--- src/hdl/heron_pkg.sv ---
// Shared types and constants for the Heron square root iteration block.
package heron_pkg;

    // Fixed field widths of the register file and the stream words.
    localparam int RADICAND_WIDTH  = 31;
    localparam int TOLERANCE_WIDTH = 21;
    localparam int ITER_WIDTH      = 10;
    localparam int STATUS_WIDTH    = 2;
    localparam int ROOT_WIDTH      = 32;
    localparam int GUESS_WIDTH     = 32;
    localparam int CFG_DATA_WIDTH  = 31;
    localparam int CFG_ADDR_WIDTH  = 2;
    localparam int IN_WORD_WIDTH   = 32;
    localparam int OUT_WORD_WIDTH  = 48;

    // Result status codes.
    typedef enum logic [STATUS_WIDTH-1:0] {
        ST_CONVERGED = 2'd0,
        ST_LIMIT     = 2'd1,
        ST_ZERO_DIV  = 2'd2
    } status_t;

    // Configuration register indexes.
    typedef enum logic [CFG_ADDR_WIDTH-1:0] {
        REG_RADICAND  = 2'd0,
        REG_TOLERANCE = 2'd1,
        REG_MAX_ITER  = 2'd2
    } cfg_index_t;

    // Controller states, one-hot.
    typedef enum logic [4:0] {
        S_IDLE   = 5'b00001,
        S_CHECK  = 5'b00010,
        S_DIVIDE = 5'b00100,
        S_UPDATE = 5'b01000,
        S_EMIT   = 5'b10000
    } fsm_state_t;

    // Commands from the controller to the datapath.
    typedef struct packed {
        logic    load_guess;
        logic    div_start;
        logic    div_step;
        logic    update;
        logic    emit;
        status_t status;
    } cmd_t;

    // Status from the datapath to the controller.
    typedef struct packed {
        logic at_limit;
        logic est_zero;
        logic div_last;
        logic converged;
        logic out_free;
    } sts_t;

endpackage

--- src/hdl/heron_square_root_iteration_top.sv ---
// Top level of the Heron square root iteration block.
// Each input word is a starting guess; the block repeats x = (x + radicand / x) / 2
// until two successive estimates differ by less than the tolerance, the iteration
// limit is reached, or the estimate becomes zero, and then returns one result word.
// An iteration runs the one-bit-per-cycle restoring divider over RADICAND_WIDTH plus
// FRACTION_BITS dividend bits, then the update and the checks; the default format is
// Q12.20. One item is worked on at a time; the next guess is taken as soon as the
// result sits in the output register.
// Configuration registers are to be written through the plain write port only while
// idle; the block itself does not enforce this.
module heron_square_root_iteration_top #(
    parameter int VALUE_WIDTH   = 32,
    parameter int FRACTION_BITS = 20
) (
    input  logic                                  clk,
    input  logic                                  rst_n,
    // Configuration write port.
    input  logic                                  cfg_wen,
    input  logic [heron_pkg::CFG_ADDR_WIDTH-1:0]  cfg_addr,
    input  logic [heron_pkg::CFG_DATA_WIDTH-1:0]  cfg_wdata,
    // Input stream.
    input  logic                                  s_axis_tvalid,
    output logic                                  s_axis_tready,
    input  logic [heron_pkg::IN_WORD_WIDTH-1:0]   s_axis_tdata,  // [31:0] initial_guess
    // Output stream.
    output logic                                  m_axis_tvalid,
    input  logic                                  m_axis_tready,
    output logic [heron_pkg::OUT_WORD_WIDTH-1:0]  m_axis_tdata   // [31:0] root,
                                                                 // [41:32] iterations,
                                                                 // [43:42] status
);

    localparam logic [heron_pkg::RADICAND_WIDTH-1:0] RADICAND_RESET =
        heron_pkg::RADICAND_WIDTH'(64'd5 << FRACTION_BITS);

    logic [heron_pkg::RADICAND_WIDTH-1:0]  radicand_reg;
    logic [heron_pkg::TOLERANCE_WIDTH-1:0] tolerance_reg;
    logic [heron_pkg::ITER_WIDTH-1:0]      max_iter_reg;
    heron_pkg::cmd_t                       cmd;
    heron_pkg::sts_t                       sts;

    // Configuration registers; an index past the list is ignored.
    always_ff @(posedge clk or negedge rst_n)
    begin
        if (!rst_n)
        begin
            radicand_reg  <= RADICAND_RESET;
            tolerance_reg <= heron_pkg::TOLERANCE_WIDTH'(2);
            max_iter_reg  <= heron_pkg::ITER_WIDTH'(100);
        end
        else if (cfg_wen)
        begin
            unique case (heron_pkg::cfg_index_t'(cfg_addr))
                heron_pkg::REG_RADICAND:
                begin
                    radicand_reg <= cfg_wdata[heron_pkg::RADICAND_WIDTH-1:0];
                end
                heron_pkg::REG_TOLERANCE:
                begin
                    tolerance_reg <= cfg_wdata[heron_pkg::TOLERANCE_WIDTH-1:0];
                end
                heron_pkg::REG_MAX_ITER:
                begin
                    max_iter_reg <= cfg_wdata[heron_pkg::ITER_WIDTH-1:0];
                end
                default:
                begin
                end
            endcase
        end
    end

    heron_ctrl u_ctrl (
        .clk           (clk),
        .rst_n         (rst_n),
        .s_axis_tvalid (s_axis_tvalid),
        .s_axis_tready (s_axis_tready),
        .sts           (sts),
        .cmd           (cmd)
    );

    heron_dp #(
        .VALUE_WIDTH   (VALUE_WIDTH),
        .FRACTION_BITS (FRACTION_BITS)
    ) u_dp (
        .clk            (clk),
        .rst_n          (rst_n),
        .cmd            (cmd),
        .sts            (sts),
        .initial_guess  ($signed(s_axis_tdata[heron_pkg::GUESS_WIDTH-1:0])),
        .radicand       (radicand_reg),
        .tolerance      (tolerance_reg),
        .max_iterations (max_iter_reg),
        .m_axis_tvalid  (m_axis_tvalid),
        .m_axis_tready  (m_axis_tready),
        .m_axis_tdata   (m_axis_tdata)
    );

endmodule

--- src/hdl/heron_ctrl.sv ---
// Sequencing controller for the Heron square root iteration.
module heron_ctrl (
    input  logic                 clk,
    input  logic                 rst_n,
    input  logic                 s_axis_tvalid,
    output logic                 s_axis_tready,
    input  heron_pkg::sts_t      sts,
    output heron_pkg::cmd_t      cmd
);

    heron_pkg::fsm_state_t state_reg, state_next;
    heron_pkg::status_t    status_reg, status_next;

    // A new word is taken only when no item is in progress.
    assign s_axis_tready = (state_reg == heron_pkg::S_IDLE);

    // Next state and command decode.
    always_comb
    begin
        state_next  = state_reg;
        status_next = status_reg;
        cmd         = '0;
        cmd.status  = status_reg;
        unique case (state_reg)
            heron_pkg::S_IDLE:
            begin
                if (s_axis_tvalid)
                begin
                    cmd.load_guess = 1'b1;
                    state_next     = heron_pkg::S_CHECK;
                end
            end
            heron_pkg::S_CHECK:
            begin
                // The limit is tested before the zero estimate.
                if (sts.at_limit)
                begin
                    status_next = heron_pkg::ST_LIMIT;
                    state_next  = heron_pkg::S_EMIT;
                end
                else if (sts.est_zero)
                begin
                    status_next = heron_pkg::ST_ZERO_DIV;
                    state_next  = heron_pkg::S_EMIT;
                end
                else
                begin
                    cmd.div_start = 1'b1;
                    state_next    = heron_pkg::S_DIVIDE;
                end
            end
            heron_pkg::S_DIVIDE:
            begin
                cmd.div_step = 1'b1;
                if (sts.div_last)
                begin
                    state_next = heron_pkg::S_UPDATE;
                end
            end
            heron_pkg::S_UPDATE:
            begin
                cmd.update = 1'b1;
                if (sts.converged)
                begin
                    status_next = heron_pkg::ST_CONVERGED;
                    state_next  = heron_pkg::S_EMIT;
                end
                else
                begin
                    state_next = heron_pkg::S_CHECK;
                end
            end
            heron_pkg::S_EMIT:
            begin
                if (sts.out_free)
                begin
                    cmd.emit   = 1'b1;
                    state_next = heron_pkg::S_IDLE;
                end
            end
            default:
            begin
                state_next = heron_pkg::S_IDLE;
            end
        endcase
    end

    // State registers.
    always_ff @(posedge clk or negedge rst_n)
    begin
        if (!rst_n)
        begin
            state_reg  <= heron_pkg::S_IDLE;
            status_reg <= heron_pkg::ST_CONVERGED;
        end
        else
        begin
            state_reg  <= state_next;
            status_reg <= status_next;
        end
    end

endmodule

--- src/hdl/heron_dp.sv ---
// Datapath: estimate register, serial divider, averaging step and output register.
module heron_dp #(
    parameter int VALUE_WIDTH   = 32,
    parameter int FRACTION_BITS = 20
) (
    input  logic                                   clk,
    input  logic                                   rst_n,
    input  heron_pkg::cmd_t                        cmd,
    output heron_pkg::sts_t                        sts,
    input  logic signed [heron_pkg::GUESS_WIDTH-1:0]   initial_guess,
    input  logic [heron_pkg::RADICAND_WIDTH-1:0]   radicand,
    input  logic [heron_pkg::TOLERANCE_WIDTH-1:0]  tolerance,
    input  logic [heron_pkg::ITER_WIDTH-1:0]       max_iterations,
    output logic                                   m_axis_tvalid,
    input  logic                                   m_axis_tready,
    output logic [heron_pkg::OUT_WORD_WIDTH-1:0]   m_axis_tdata
);

    localparam int W     = VALUE_WIDTH;
    localparam int N     = heron_pkg::RADICAND_WIDTH + FRACTION_BITS;
    localparam int CNT_W = $clog2(N);
    localparam int GW    = (W > heron_pkg::GUESS_WIDTH) ? W : heron_pkg::GUESS_WIDTH;
    localparam int RW    = (W > heron_pkg::ROOT_WIDTH) ? W : heron_pkg::ROOT_WIDTH;
    localparam int CW    = (W + 1 > heron_pkg::TOLERANCE_WIDTH) ? W + 1
                                                                 : heron_pkg::TOLERANCE_WIDTH;
    localparam int PAD_W = heron_pkg::OUT_WORD_WIDTH - heron_pkg::ROOT_WIDTH
                           - heron_pkg::ITER_WIDTH - heron_pkg::STATUS_WIDTH;

    logic signed [W-1:0]                   est_reg, est_next;
    logic [heron_pkg::ITER_WIDTH-1:0]      step_reg, step_next;
    logic [N-1:0]                          divd_reg, divd_next;
    logic [W-1:0]                          rem_reg, rem_next;
    logic [W-2:0]                          quo_reg, quo_next;
    logic                                  over_reg, over_next;
    logic [W-1:0]                          dvs_reg, dvs_next;
    logic                                  neg_reg, neg_next;
    logic [CNT_W-1:0]                      cnt_reg, cnt_next;
    logic                                  out_valid_reg, out_valid_next;
    logic [heron_pkg::ROOT_WIDTH-1:0]      out_root_reg, out_root_next;
    logic [heron_pkg::ITER_WIDTH-1:0]      out_iters_reg, out_iters_next;
    heron_pkg::status_t                    out_status_reg, out_status_next;

    logic signed [GW-1:0]                  guess_ext, guess_hi, guess_lo;
    logic signed [W-1:0]                   guess_sat;
    logic [W:0]                            rem_shift, rem_sub;
    logic                                  qbit, over_hit;
    logic [W-2:0]                          quo_mag;
    logic [W-1:0]                          quo_signed;
    logic [W:0]                            avg_sum, delta, diff_mag;
    logic signed [W-1:0]                   avg;
    logic signed [RW-1:0]                  root_ext, root_hi, root_lo;
    logic [heron_pkg::ROOT_WIDTH-1:0]      root_sat;

    // Saturate the incoming guess into the value range.
    assign guess_ext = GW'(initial_guess);
    assign guess_hi  = $signed({{(GW - W + 1){1'b0}}, {(W - 1){1'b1}}});
    assign guess_lo  = $signed({{(GW - W + 1){1'b1}}, {(W - 1){1'b0}}});
    assign guess_sat = (guess_ext > guess_hi) ? guess_hi[W-1:0] :
                       (guess_ext < guess_lo) ? guess_lo[W-1:0] : guess_ext[W-1:0];

    // One restoring division step per cycle on the magnitude.
    assign rem_shift = {rem_reg, divd_reg[N-1]};
    assign rem_sub   = rem_shift - {1'b0, dvs_reg};
    assign qbit      = (rem_shift >= {1'b0, dvs_reg});
    assign over_hit  = quo_reg[W-2];

    // Signed, saturated quotient and the floor average with the estimate.
    assign quo_mag    = over_reg ? '1 : quo_reg;
    assign quo_signed = neg_reg ? (W'(0) - {1'b0, quo_mag}) : {1'b0, quo_mag};
    assign avg_sum    = {est_reg[W-1], est_reg} + {quo_signed[W-1], quo_signed};
    assign avg        = avg_sum[W:1];
    assign delta      = {avg[W-1], avg} - {est_reg[W-1], est_reg};
    assign diff_mag   = delta[W] ? ((W + 1)'(0) - delta) : delta;

    // Saturate the final estimate into the result field.
    assign root_ext = RW'(est_reg);
    assign root_hi  = $signed({{(RW - 31){1'b0}}, {31{1'b1}}});
    assign root_lo  = $signed({{(RW - 31){1'b1}}, {31{1'b0}}});
    assign root_sat = (root_ext > root_hi) ? root_hi[heron_pkg::ROOT_WIDTH-1:0] :
                      (root_ext < root_lo) ? root_lo[heron_pkg::ROOT_WIDTH-1:0] :
                      root_ext[heron_pkg::ROOT_WIDTH-1:0];

    // Status toward the controller.
    assign sts.at_limit  = (step_reg == max_iterations);
    assign sts.est_zero  = (est_reg == '0);
    assign sts.div_last  = (cnt_reg == '0);
    assign sts.converged = (CW'(diff_mag) < CW'(tolerance));
    assign sts.out_free  = !out_valid_reg || m_axis_tready;

    // Next values of the working registers.
    always_comb
    begin
        est_next        = est_reg;
        step_next       = step_reg;
        divd_next       = divd_reg;
        rem_next        = rem_reg;
        quo_next        = quo_reg;
        over_next       = over_reg;
        dvs_next        = dvs_reg;
        neg_next        = neg_reg;
        cnt_next        = cnt_reg;
        out_valid_next  = out_valid_reg;
        out_root_next   = out_root_reg;
        out_iters_next  = out_iters_reg;
        out_status_next = out_status_reg;

        if (cmd.load_guess)
        begin
            est_next  = guess_sat;
            step_next = '0;
        end

        if (cmd.div_start)
        begin
            divd_next = {radicand, {FRACTION_BITS{1'b0}}};
            rem_next  = '0;
            quo_next  = '0;
            over_next = 1'b0;
            neg_next  = est_reg[W-1];
            dvs_next  = est_reg[W-1] ? (W'(0) - est_reg) : est_reg;
            cnt_next  = CNT_W'(N - 1);
        end

        if (cmd.div_step)
        begin
            divd_next = {divd_reg[N-2:0], 1'b0};
            rem_next  = qbit ? rem_sub[W-1:0] : rem_shift[W-1:0];
            over_next = over_reg || over_hit;
            if (!(over_reg || over_hit))
            begin
                quo_next = {quo_reg[W-3:0], qbit};
            end
            cnt_next  = cnt_reg - CNT_W'(1);
        end

        // The new estimate and count are kept also on the converging step.
        if (cmd.update)
        begin
            est_next  = avg;
            step_next = step_reg + heron_pkg::ITER_WIDTH'(1);
        end

        // Output register: load a result or drop the word once taken.
        if (cmd.emit)
        begin
            out_valid_next  = 1'b1;
            out_root_next   = root_sat;
            out_iters_next  = step_reg;
            out_status_next = cmd.status;
        end
        else if (m_axis_tready)
        begin
            out_valid_next = 1'b0;
        end
    end

    // Payload registers.
    always_ff @(posedge clk)
    begin
        est_reg        <= est_next;
        step_reg       <= step_next;
        divd_reg       <= divd_next;
        rem_reg        <= rem_next;
        quo_reg        <= quo_next;
        over_reg       <= over_next;
        dvs_reg        <= dvs_next;
        neg_reg        <= neg_next;
        cnt_reg        <= cnt_next;
        out_root_reg   <= out_root_next;
        out_iters_reg  <= out_iters_next;
        out_status_reg <= out_status_next;
    end

    // Output valid flag.
    always_ff @(posedge clk or negedge rst_n)
    begin
        if (!rst_n)
        begin
            out_valid_reg <= 1'b0;
        end
        else
        begin
            out_valid_reg <= out_valid_next;
        end
    end

    assign m_axis_tvalid = out_valid_reg;
    assign m_axis_tdata  = {{PAD_W{1'b0}}, out_status_reg, out_iters_reg, out_root_reg};

endmodule

--- config.mk ---
export PLATFORM = sky130hd
export DESIGN_NAME = heron_square_root_iteration_top
export DESIGN_NICKNAME = d
export VERILOG_FILES = /design/src/hdl/heron_pkg.sv /design/src/hdl/heron_square_root_iteration_top.sv /design/src/hdl/heron_ctrl.sv /design/src/hdl/heron_dp.sv
export SDC_FILE = /design/constraint.sdc
export NUM_CORES = 1
export LEC_CHECK = 0
export BUFFER_PORTS_ARGS = -buffer_cell sky130_fd_sc_hd__buf_2
export CAP_MARGIN = 20
export CORE_MARGIN = 1.5
export CORE_UTILIZATION = 45
export DETAILED_ROUTE_END_ITERATION = 12
export PLACE_DENSITY_LB_ADDON = 0.25
export SYNTH_ARGS = -nofsm -noshare
export SYNTH_HDL_FRONTEND = slang
export SYNTH_SLANG_ARGS = --single-unit
--- constraint.sdc ---
create_clock -name clk -period 11.7 [get_ports clk]
set_clock_uncertainty 0.05 [all_clocks]
set_input_delay 1.17 -clock clk [delete_from_list [all_inputs] [get_ports clk]]
set_output_delay 1.17 -clock clk [all_outputs]
set_load 0.05 [all_outputs]
==> results.cfg <==
[sta]
finalMaxSlewViolations = 0
slew_headroom_pct = 28.3
hold_violations = 0
min_period_ps = 9270
layout_setup_ws_ps = 2430
fin_crit_sh_pct = 79.2
rsz0062_at_grt = false
tns_ps = 0
setup_viol = 0
fmax_mhz = 108
tightest_slew_ps = 1070

[floorplanning]
die_w_um = 211
die_area_sq_mm = 0.0446
fp.coreArea_sq_mm = 0.0429
num_io_pins = 120
start_util_pct = 45.5
die_h_um = 211
rows = 76

[setup_path]
cp.required_ps = 12030
critPathMaxStageDelay_ps = 710
crit_path_end_kind = register
crit_slowest_cell = edfxtp_1
crit_type = register to register
startpoint_type = register
crit_top_cell = a21oi_1
cp.arrival_ps = 9600
path_max_fanout = 26

[global_routing]
grt_overflow = 0
track_usage_pct = 22.8
grt_max_degree = 72
grt_pass1_vias = 15100
antenna_found_initial = 0
grt_pass1_wl_mm = 80.7

[synth]
yosysUniqueCellTypes = 91
yosysSeqAreaShare_pct = 41.3
netlist_instances = 2137
async_flop_share_pct = 24.1
netlist_area_sq_mm = 0.0195
syn_avg_cell_area_sq_um = 9.13
yosysWarnings = 0
yosys.area.top_type = edfxtp_1
synth.top_cells.by_area = edfxtp_1 (29%), dfrtp_1 (8.1%), ha_1 (7.8%)
synthFlopType = edfxtp_1
synth.most_common_cell = nand2_1
ys_ff_latch = 290
synth-edff-count = 189
synth_common_cells = nand2_1 (336), edfxtp_1 (189), nor2_1 (165)
yosysTopAreaCellShare_pct = 29.1

[route]
route.detailed.drc = 0
wl_per_cell_um = 18.1
wl_met3_mm = 2.63
ant_nets = 0
viasPerCell = 5.62
finalWirelength_mm = 50.8
vias = 15800
dr.max_layer_used = met4
met1_length_mm = 23.3
first_iter_violations = 1256
wl_met2_mm = 23.5
dr.pass1.iters = 6

[layout]
stdcell_count = 2812
finalNetCount = 2396
syn_to_final_growth_pct = 11.1
final_layout_size_suffix_gt1_share_pct = 13.5
utilization_pct = 50.5
antenna_cells = 0

[cts]
holdBufCountCts = 0
clock_sinks = 290
cts_tree = yes
post_cts_buffers = 0
cts_resized = 0
h-tree-depth = 2
numCtsBuffers = 35
cts.path.max_buffers = 3
worstSkewPairLatency_ps = 540
clk_pin_slew_worst_paths_ps = 60
cts-root-buf = clkbuf_16

[status]
outcome = finished clean

[placement]
port_buffers = 115
dp.cells = 2749
dp_hpwl_mm = 37.9
globalplace.congestion = 0.942
dp_slack_ps = 2530

[run]
maxCapViolCount = 0

[hold_path]
hold_path_class = register to register
worst paths after layout:
path / cells after the start / slack (ps) / start / endpoint
worst max-delay path: 33 / 2430 / u_dp.over_reg / u_ctrl.status_reg[1]
worst min-delay path: 2 / 430 / u_dp.quo_reg[27] / u_dp.quo_reg[28]
worst max register to register: 33 / 2430 / u_dp.over_reg / u_ctrl.status_reg[1]
worst min register to register: 2 / 430 / u_dp.quo_reg[27] / u_dp.quo_reg[28]
max in group asynchronous: 2 / 10190 / rst_n / radicand_reg[16]
min in group asynchronous: 2 / 780 / rst_n / radicand_reg[27]
critical path, delay by kind of cell, from the launching register on:
kind            cells  cell delay, ps
flops               1             710
simple gates       14            3900
fa+ha+maj           3            1120
compound gates     15            3150
xor+xnor            1             160
logic make-up after synthesis:
| kind of cell | share of synthesized area (%) |
|---|---|
| AND/OR/NAND/NOR | 19.3 |
| AO/OA/AOI/OAI | 15.6 |
| flip-flops | 41.3 |
| buffers and inverters | 4.63 |
| XOR/XNOR | 6.29 |
| adder cells (fa/ha/maj) | 8.07 |
| multiplexers | 4.75 |
| other | 0.0192 |
through the flow:
step	area, sq um	hold slack [ps]
floorplan	19500	374
global placement	20500	417
detailed placement	20500	428
CTS	21600	432
global route	21700	468
finish	21700	433
area by class of cell:
| class | count | area [sq um] |
|---|---|---|
| fillers | 3992 | 21200 |
| inverters | 123 | 462 |
| clock buffers | 46 | 957 |
| clock inverters | 16 | 141 |
| multi-input cells | 1621 | 10600 |
| flip-flops and latches | 290 | 8060 |
| well taps | 585 | 732 |
| repair buffers | 131 | 708 |
cell usage in the layout (no fill, tap or decap), drive strengths merged, types with 30 or more instances in the layout:
cell / instances
nor3: 38
or3: 33
dfxtp: 31
o21ai: 97
nor2: 165
edfxtp: 189
nand3: 59
ha: 121
nand4: 30
nand2: 337
xor2: 50
a21o: 55
clkbuf: 46
inv: 126
a21oi: 136
dfrtp: 63
mux2: 68
xnor2: 90
buf: 131
routing by layer:
metal / track usage [%] / vias up
li1: - / 7750
met1: 31.2 / 7535
met2: 36.9 / 437
met3: 3.24 / 77
met4: 7.81 / 0
met5: 0 / -
Power is left out: the tool's default activity adds up to more than one toggle a clock period on the data nets, which glitch-free logic cannot reach.
